### src/rtl/stbp_pkg.sv
`default_nettype none

package stbp_pkg;

  localparam int unsigned CfgIdxW = 2;
  localparam int unsigned CfgDataW = 8;

  localparam logic [CfgIdxW-1:0] CfgPacketType = 2'd0;
  localparam logic [CfgIdxW-1:0] CfgMaxChars = 2'd1;

  localparam logic [7:0] PacketTypeReset = 8'd35;
  localparam logic [6:0] MaxCharsReset = 7'd80;

  localparam logic [7:0] LowPrintable = 8'd32;
  localparam logic [7:0] HighPrintable = 8'd126;
  localparam logic [6:0] SpaceCode = 7'd32;

  localparam int unsigned QueueDepthDefault = 2;

  typedef struct packed {
    logic [7:0] char_code;
    logic       team_flag;
    logic       first_char;
    logic       last_char;
  } in_t;

  typedef struct packed {
    logic [7:0] out_byte;
    logic       end_of_packet;
  } out_t;

  // One accepted character turns into up to three bytes of packet.
  typedef struct packed {
    logic [2:0][7:0] bytes;
    logic [1:0]      num;
    logic            eop;
  } entry_t;

endpackage

`default_nettype wire

### src/rtl/stbp_front.sv
`default_nettype none

module stbp_front (
  input  wire logic            clk_i,
  input  wire logic            rst_ni,
  input  wire logic [7:0]      packet_type_i,
  input  wire logic [6:0]      max_chars_i,
  input  wire logic            in_valid_i,
  output logic                 in_ready_o,
  input  wire stbp_pkg::in_t   in_data_i,
  input  wire logic            q_full_i,
  output logic                 q_push_o,
  output stbp_pkg::entry_t     q_entry_o
);
  import stbp_pkg::*;

  logic [6:0] pending_bits_q, pending_bits_d;
  logic [2:0] pending_count_q, pending_count_d;
  logic [6:0] chars_taken_q, chars_taken_d;

  logic        accept;
  logic [6:0]  chars_base;
  logic        take;
  logic [6:0]  ch7;
  logic [23:0] acc;
  logic [4:0]  cnt;
  logic [1:0]  nfull;
  logic [1:0]  num;
  logic [6:0]  rest;

  assign in_ready_o = !q_full_i;
  assign accept = in_valid_i && in_ready_o;

  always_comb begin
    chars_base = in_data_i.first_char ? 7'd0 : chars_taken_q;
    take = chars_base < max_chars_i;
    if (in_data_i.char_code < LowPrintable || in_data_i.char_code > HighPrintable) begin
      ch7 = SpaceCode;
    end else begin
      ch7 = in_data_i.char_code[6:0];
    end

    acc = '0;
    if (in_data_i.first_char) begin
      acc[8:0] = {in_data_i.team_flag, packet_type_i};
      cnt = 5'd9;
    end else begin
      acc[6:0] = pending_bits_q;
      cnt = {2'b00, pending_count_q};
    end
    if (take) begin
      acc = acc | ({17'd0, ch7} << cnt);
      cnt = cnt + 5'd7;
    end
    // The terminator is all zeros, so only the bit count moves.
    if (in_data_i.last_char) begin
      cnt = cnt + 5'd7;
    end

    nfull = cnt[4:3];
    num = nfull + {1'b0, (in_data_i.last_char && (cnt[2:0] != 3'd0))};

    unique case (nfull)
      2'd0:    rest = acc[6:0];
      2'd1:    rest = acc[14:8];
      default: rest = acc[22:16];
    endcase

    if (in_data_i.last_char) begin
      pending_bits_d = '0;
      pending_count_d = '0;
      chars_taken_d = '0;
    end else begin
      pending_bits_d = rest;
      pending_count_d = cnt[2:0];
      chars_taken_d = take ? chars_base + 7'd1 : chars_base;
    end
  end

  assign q_push_o = accept && (num != 2'd0);
  assign q_entry_o.bytes = {acc[23:16], acc[15:8], acc[7:0]};
  assign q_entry_o.num = num;
  assign q_entry_o.eop = in_data_i.last_char;

  always_ff @(posedge clk_i or negedge rst_ni) begin
    if (!rst_ni) begin
      pending_bits_q <= '0;
      pending_count_q <= '0;
      chars_taken_q <= '0;
    end else if (accept) begin
      pending_bits_q <= pending_bits_d;
      pending_count_q <= pending_count_d;
      chars_taken_q <= chars_taken_d;
    end
  end

`ifndef NO_ASSERTIONS
  a_last_pushes: assert property (@(posedge clk_i) disable iff (!rst_ni)
    accept && in_data_i.last_char |-> q_push_o && q_entry_o.eop)
    else $error("last character did not close a packet");
  a_pending_clear: assert property (@(posedge clk_i) disable iff (!rst_ni)
    accept && in_data_i.last_char |=> pending_count_q == 3'd0 && chars_taken_q == 7'd0)
    else $error("state not cleared after last character");
`endif

endmodule

`default_nettype wire

### src/rtl/stbp_queue.sv
`default_nettype none

module stbp_queue #(
  parameter int unsigned Depth = stbp_pkg::QueueDepthDefault
) (
  input  wire logic             clk_i,
  input  wire logic             rst_ni,
  input  wire logic             push_i,
  input  wire stbp_pkg::entry_t entry_i,
  output logic                  full_o,
  output logic                  empty_o,
  input  wire logic             pop_i,
  output stbp_pkg::entry_t      head_o
);
  import stbp_pkg::*;

  localparam int unsigned PtrW = (Depth > 1) ? $clog2(Depth) : 1;
  localparam int unsigned CntW = $clog2(Depth + 1);
  localparam logic [PtrW-1:0] LastPtr = PtrW'(Depth - 1);
  localparam logic [CntW-1:0] DepthCnt = CntW'(Depth);

  entry_t mem_q [Depth];
  logic [PtrW-1:0] wr_ptr_q, wr_ptr_d;
  logic [PtrW-1:0] rd_ptr_q, rd_ptr_d;
  logic [CntW-1:0] count_q, count_d;

  assign full_o = (count_q == DepthCnt);
  assign empty_o = (count_q == '0);
  assign head_o = mem_q[rd_ptr_q];

  always_comb begin
    wr_ptr_d = wr_ptr_q;
    rd_ptr_d = rd_ptr_q;
    count_d = count_q;
    if (push_i) begin
      wr_ptr_d = (wr_ptr_q == LastPtr) ? '0 : wr_ptr_q + 1'b1;
    end
    if (pop_i) begin
      rd_ptr_d = (rd_ptr_q == LastPtr) ? '0 : rd_ptr_q + 1'b1;
    end
    if (push_i && !pop_i) begin
      count_d = count_q + 1'b1;
    end else if (pop_i && !push_i) begin
      count_d = count_q - 1'b1;
    end
  end

  always_ff @(posedge clk_i) begin
    if (push_i) begin
      mem_q[wr_ptr_q] <= entry_i;
    end
  end

  always_ff @(posedge clk_i or negedge rst_ni) begin
    if (!rst_ni) begin
      wr_ptr_q <= '0;
      rd_ptr_q <= '0;
      count_q <= '0;
    end else begin
      wr_ptr_q <= wr_ptr_d;
      rd_ptr_q <= rd_ptr_d;
      count_q <= count_d;
    end
  end

`ifndef NO_ASSERTIONS
  a_no_overflow: assert property (@(posedge clk_i) disable iff (!rst_ni)
    push_i |-> !full_o)
    else $error("queue written while full");
  a_no_underflow: assert property (@(posedge clk_i) disable iff (!rst_ni)
    pop_i |-> !empty_o)
    else $error("queue read while empty");
`endif

endmodule

`default_nettype wire

### src/rtl/stbp_back.sv
`default_nettype none

module stbp_back (
  input  wire logic             clk_i,
  input  wire logic             rst_ni,
  input  wire logic             q_empty_i,
  input  wire stbp_pkg::entry_t q_head_i,
  output logic                  q_pop_o,
  output logic                  out_valid_o,
  input  wire logic             out_ready_i,
  output stbp_pkg::out_t        out_data_o
);
  import stbp_pkg::*;

  logic       out_valid_q;
  out_t       out_q, out_d;
  logic [1:0] idx_q, idx_d;
  logic       load;
  logic       at_end;

  // The output register reloads whenever the queue holds an entry and the register is empty or being drained.
  assign load = !q_empty_i && (!out_valid_q || out_ready_i);
  assign at_end = (idx_q == q_head_i.num - 2'd1);
  assign q_pop_o = load && at_end;

  always_comb begin
    unique case (idx_q)
      2'd0:    out_d.out_byte = q_head_i.bytes[0];
      2'd1:    out_d.out_byte = q_head_i.bytes[1];
      default: out_d.out_byte = q_head_i.bytes[2];
    endcase
    out_d.end_of_packet = q_head_i.eop && at_end;
    if (!load) begin
      idx_d = idx_q;
    end else if (at_end) begin
      idx_d = '0;
    end else begin
      idx_d = idx_q + 2'd1;
    end
  end

  always_ff @(posedge clk_i or negedge rst_ni) begin
    if (!rst_ni) begin
      out_valid_q <= 1'b0;
      idx_q <= '0;
    end else begin
      idx_q <= idx_d;
      if (load) begin
        out_valid_q <= 1'b1;
      end else if (out_ready_i) begin
        out_valid_q <= 1'b0;
      end
    end
  end

  always_ff @(posedge clk_i) begin
    if (load) begin
      out_q <= out_d;
    end
  end

  assign out_valid_o = out_valid_q;
  assign out_data_o = out_q;

`ifndef NO_ASSERTIONS
  a_eop_ends_entry: assert property (@(posedge clk_i) disable iff (!rst_ni)
    load && out_d.end_of_packet |-> q_pop_o)
    else $error("end of packet inside a queue entry");
  a_idx_range: assert property (@(posedge clk_i) disable iff (!rst_ni)
    !q_empty_i |-> idx_q < q_head_i.num)
    else $error("byte index beyond entry");
`endif

endmodule

`default_nettype wire

### src/rtl/seven_bit_text_packer_core.sv
`default_nettype none

// Packs a chat message, one character per request, into a stream of bytes, LSB first.
// A request with first_char set opens a packet with the 8-bit packet type and the team
// flag; each character then adds 7 bits (codes outside 32..126 become a space) until
// max_chars characters have been taken, and last_char appends a 7-bit zero terminator,
// flushes the partial byte with zero padding and marks the final byte end_of_packet.
// The front stage takes one character per cycle while the queue is not full and turns it
// into zero to three bytes; a small queue holds these, and the output register sends one
// byte per cycle while the receiver is ready, so new characters can be taken while the
// bytes of earlier ones are still going out. The configuration port is always ready
// and should be written only while no message is in flight.
module seven_bit_text_packer_core #(
  parameter int unsigned QueueDepth = stbp_pkg::QueueDepthDefault
) (
  input  wire logic                             clk_i,
  input  wire logic                             rst_ni,
  input  wire logic                             cfg_valid_i,
  output logic                                  cfg_ready_o,
  input  wire logic [stbp_pkg::CfgIdxW-1:0]     cfg_index_i,
  input  wire logic [stbp_pkg::CfgDataW-1:0]    cfg_data_i,
  input  wire logic                             in_valid_i,
  output logic                                  in_ready_o,
  input  wire stbp_pkg::in_t                    in_data_i,
  output logic                                  out_valid_o,
  input  wire logic                             out_ready_i,
  output stbp_pkg::out_t                        out_data_o
);
  import stbp_pkg::*;

  logic [7:0] packet_type_q;
  logic [6:0] max_chars_q;

  logic   q_full;
  logic   q_empty;
  logic   q_push;
  logic   q_pop;
  entry_t q_entry;
  entry_t q_head;

  assign cfg_ready_o = 1'b1;

  always_ff @(posedge clk_i or negedge rst_ni) begin
    if (!rst_ni) begin
      packet_type_q <= PacketTypeReset;
      max_chars_q <= MaxCharsReset;
    end else if (cfg_valid_i) begin
      if (cfg_index_i == CfgPacketType) begin
        packet_type_q <= cfg_data_i;
      end else if (cfg_index_i == CfgMaxChars) begin
        max_chars_q <= cfg_data_i[6:0];
      end
    end
  end

  stbp_front u_front (
    .clk_i         (clk_i),
    .rst_ni        (rst_ni),
    .packet_type_i (packet_type_q),
    .max_chars_i   (max_chars_q),
    .in_valid_i    (in_valid_i),
    .in_ready_o    (in_ready_o),
    .in_data_i     (in_data_i),
    .q_full_i      (q_full),
    .q_push_o      (q_push),
    .q_entry_o     (q_entry)
  );

  stbp_queue #(
    .Depth (QueueDepth)
  ) u_queue (
    .clk_i   (clk_i),
    .rst_ni  (rst_ni),
    .push_i  (q_push),
    .entry_i (q_entry),
    .full_o  (q_full),
    .empty_o (q_empty),
    .pop_i   (q_pop),
    .head_o  (q_head)
  );

  stbp_back u_back (
    .clk_i       (clk_i),
    .rst_ni      (rst_ni),
    .q_empty_i   (q_empty),
    .q_head_i    (q_head),
    .q_pop_o     (q_pop),
    .out_valid_o (out_valid_o),
    .out_ready_i (out_ready_i),
    .out_data_o  (out_data_o)
  );

endmodule

`default_nettype wire

### config.mk
export PLATFORM = sky130hd
export DESIGN_NAME = seven_bit_text_packer_core
export DESIGN_NICKNAME = d
export VERILOG_FILES = /design/src/rtl/stbp_pkg.sv /design/src/rtl/stbp_front.sv /design/src/rtl/stbp_queue.sv /design/src/rtl/stbp_back.sv /design/src/rtl/seven_bit_text_packer_core.sv
export SDC_FILE = /design/constraint.sdc
export NUM_CORES = 1
export LEC_CHECK = 0
export BUFFER_PORTS_ARGS = -buffer_cell sky130_fd_sc_hd__buf_2
export CAP_MARGIN = 10
export CORE_MARGIN = 5
export CORE_UTILIZATION = 60
export DETAILED_ROUTE_END_ITERATION = 12
export GPL_TIMING_DRIVEN = 0
export MAX_ROUTING_LAYER = met4
export PLACE_DENSITY = 0.79
export SLEW_MARGIN = 20
export SYNTH_ARGS = -nofsm -noshare
export SYNTH_HDL_FRONTEND = slang
export SYNTH_HIERARCHICAL = 1
export SYNTH_SLANG_ARGS = --single-unit
### constraint.sdc
create_clock -name clk_i -period 6.3 [get_ports clk_i]
set_clock_uncertainty 0.2 [all_clocks]
set_input_delay 0.315 -clock clk_i [delete_from_list [all_inputs] [get_ports clk_i]]
set_output_delay 0.315 -clock clk_i [all_outputs]
set_load 0.1 [all_outputs]
==> run summary <==
Synth cell types: 72
Cells after DPL: 645
initial antenna violation count: 0
clk root buf: clkbuf_8
Slew Viols, Final: 0
outcome: finished clean
Peak Freq: 167.1 MHz
Sw Ratio: 42.53%
Worst Path Required: 6130 ps
Clock Power Share: 14.6%
Post-synth EDFFs: 63
drt total wl: 12.67 mm
DR pass1 iterations: 5
critical path data arrival time: 5810 ps
cell count after synthesis: 493
top_reg_cell synth: edfxtp_1
Synth top area share: 33.67%
synth warn: 6
Fillers: 713
leak pwr: 2.597 nW
clock slew at reported path FFs: 100 ps
Power Dens Cells: 439.2 nW/um^2
CTS buffer count: 9
CP Class: primary input to flip-flop
post-CTS setup buffer count: 0
power share of the combinational group: 47.3%
multi-input logic area: 2482 sq um
vias in the first global route: 4148
CTS Sinks: 102
core area: 9196 sq um
dpl hpwl: 9.076 mm
Starting Density: 61.10%
GPL Wtd Cong: 0.9332
most frequent cells in the layout: edfxtp_1, nand2_1, buf_2
internal power: 0.001580 W
Tcrit/Tclk final: 94.98%
Hold Path Class: primary input to flip-flop
layout cells sized above 1: 24.15%
Post-DP Area: 5978 sq um
FF/Latch Area: 2874 sq um
sequential power share: 38.2%
Hold Fails Final Rpt: 0
Finished Layout Cells: 670
Net Switching: 0.001169 W
Slew @ Worst Pin: 938.2 ps
vias per cell: 6.097
first-pass GRT wire length: 20.68 mm
Final Setup Violations: 0
Total Power: 0.002749 W
Worst Setup End Kind: flip-flop
largest net degree at the start of global routing: 40
commonest non-fill, non-tap cell in the layout: edfxtp_1
drt drc: 0
fin nets: 593
clk_lat worst skew: 370 ps
Yosys reg bits: 102
Inserted Diodes: 0
Mapped Area: 5619 sq um
Reg2Reg Setup Slack: 1050 ps
Port Buffer Count: 33
syn_area_per_cell: 11.40 sq um
FP Rows: 35
cell taking the most area after synthesis: edfxtp_1
FFs w/ async S/R, synth: 38.24%
MaxCap Viol Count: 0
sequential fraction of the synthesis area: 51.15%
Die X: 106.8 microns
Die Span Y: 106.8 microns
area grow syn2layout: 11.40%
clock tree buffer depth: 2
min cycle time layout: 5984 ps
Top Ports: 38
top post-synthesis cells by area: edfxtp_1, dfrtp_1, mux2_4
grt total ovfl: 0
H-Tree Depth: 3
DR iter-0 viols: 334
post-route cell area: 6260 sq um
Slew HR: 37.45%
RSZ-0062 raised after global routing: no
CTS tree: yes
critical path startpoint category: primary input
Final ANT Viol Nets: 0
routed vias: 4085
total global-route track usage: 23.88%
die area: 11400 sq um
DR WL/cell: 18.92 microns
Peak VDD IR: 0.0002692 V
worst-path maximum fanout: 27
## cell families (layout without fill, tap and decap cells)
group                    count (synthesis)  in the layout  share of synthesized area (%)
AND/OR/NAND/NOR                        151            151                          13.65
AO/OA/AOI/OAI                          102            102                          12.96
buffers and inverters                   57            116                          5.322
other                                    2              9                         0.1337
multiplexers                            58             58                          12.65
XOR/XNOR                                 8              8                          1.247
flip-flops                             102            102                          51.15
adder cells (fa/ha/maj)                 13             13                          2.895
## timing repair
item,in CTS,in global routing
setup endpoints to repair,0,27
gates resized for setup,0,1
hold buffers,9,0
hold endpoints to repair,46,0
## layer usage
metal | GRT usage [%] | share of wire [%] | up-vias
li1 | - | - | 1932
met1 | 29.07 | 41 | 1942
met2 | 41.37 | 51 | 181
met3 | 2.950 | 6.2 | 30
met4 | 8.219 | 2.0 | 0
met5 | - | 0 | -
## metrics by stage
| stage | setup slack (ps) | util [%] | hold slack [ps] | TNS (ps) |
|---|---|---|---|---|
| after floorplan | 590.8 | - | -180.6 | 0 |
| after global placement | -1302 | 64.69 | 269.8 | -46450 |
| after detailed placement | -82.03 | 65.01 | 276.4 | -2173 |
| after CTS | 263.2 | 68.05 | 5.007 | 0 |
| after global routing | 52.56 | 68.07 | 9.429 | 0 |
| final | 316.5 | 68.07 | 23.07 | 0 |
## flip-flops by register name (all words and copies together) (netlist names)
register                 cells
u_queue/count_q              2
u_back/idx_q                 2
u_queue/mem_q               54
u_queue/rd_ptr_q             1
max_chars_q                  7
packet_type_q                8
u_back/out_data_o            9
u_front/pending_bits_q       7
u_front/chars_taken_q        7
u_front/pending_count_q      3
u_queue/wr_ptr_q             1
u_back/out_valid_o           1
## area by class of cell
| cell class | instances | share of cell area, % |
|---|---|---|
| well taps | 111 | 2.219 |
| plain buffers | 33 | 3.338 |
| repair buffers | 43 | 4.397 |
| multi-input cells | 341 | 39.66 |
| flip-flops and latches | 102 | 45.91 |
| inverters | 24 | 1.439 |
| clock buffers | 9 | 1.979 |
| clock inverters | 7 | 1.059 |
## final timing paths
kind | cells past startpoint | end | start
worst max-delay path | 19 | u_queue/mem_q[1][13] | in_data_i[1]
worst min-delay path | 2 | packet_type_q[5] | cfg_data_i[5]
worst max register to register | 15 | u_queue/mem_q[1][13] | u_front/chars_taken_q[4]
worst min register to register | 1 | u_queue/count_q[1] | u_queue/count_q[1]
max in group asynchronous | 2 | max_chars_q[1] | rst_ni
min in group asynchronous | 2 | u_front/pending_count_q[1] | rst_ni
## worst max-delay path: stages
cell      delay (ps)
buf_2            140
buf_2            230
clkbuf_1         440
buf_1            470
nor2b_1          100
ha_1             320
a21oi_1          210
o21ai_0          190
clkbuf_1         260
nor2_1           620
xnor2_1          170
ha_1             290
and3_1           140
a31oi_1          100
ha_1             390
inv_1             90
a41o_1           250
a311oi_1         550
and2_4           510
## power by group through the flow
| stage | Sequential (W) | Clock [W] | Combinational [W] |
|---|---|---|---|
| 4_1_cts | 0.00105 | 0.000407 | 0.00129 |
| 3_5_place_dp | 0.00106 | 0 | 0.00128 |
| 2_1_floorplan | 0.00128 | 0 | 0.000782 |
| 3_3_place_gp | 0.00106 | 0 | 0.00123 |
| 6_report | 0.00105 | 0.000400 | 0.00130 |
| 5_1_grt | 0.00107 | 0.000433 | 0.00139 |
## cell usage after synthesis, drive strengths merged, types with 7 or more instances
| cell type | number |
|---|---|
| edfxtp | 63 |
| nand2 | 45 |
| mux2 | 44 |
| dfrtp | 34 |
| nor2 | 28 |
| o21ai | 26 |
| inv | 24 |
| buf | 21 |
| nor2b | 16 |
| mux2i | 14 |
| a21oi | 13 |
| ha | 13 |
| clkbuf | 12 |
| nand3 | 12 |
| nor3 | 12 |
| a22oi | 10 |
| a31oi | 7 |
| or3 | 7 |
(Power assumes the default switching activity.)
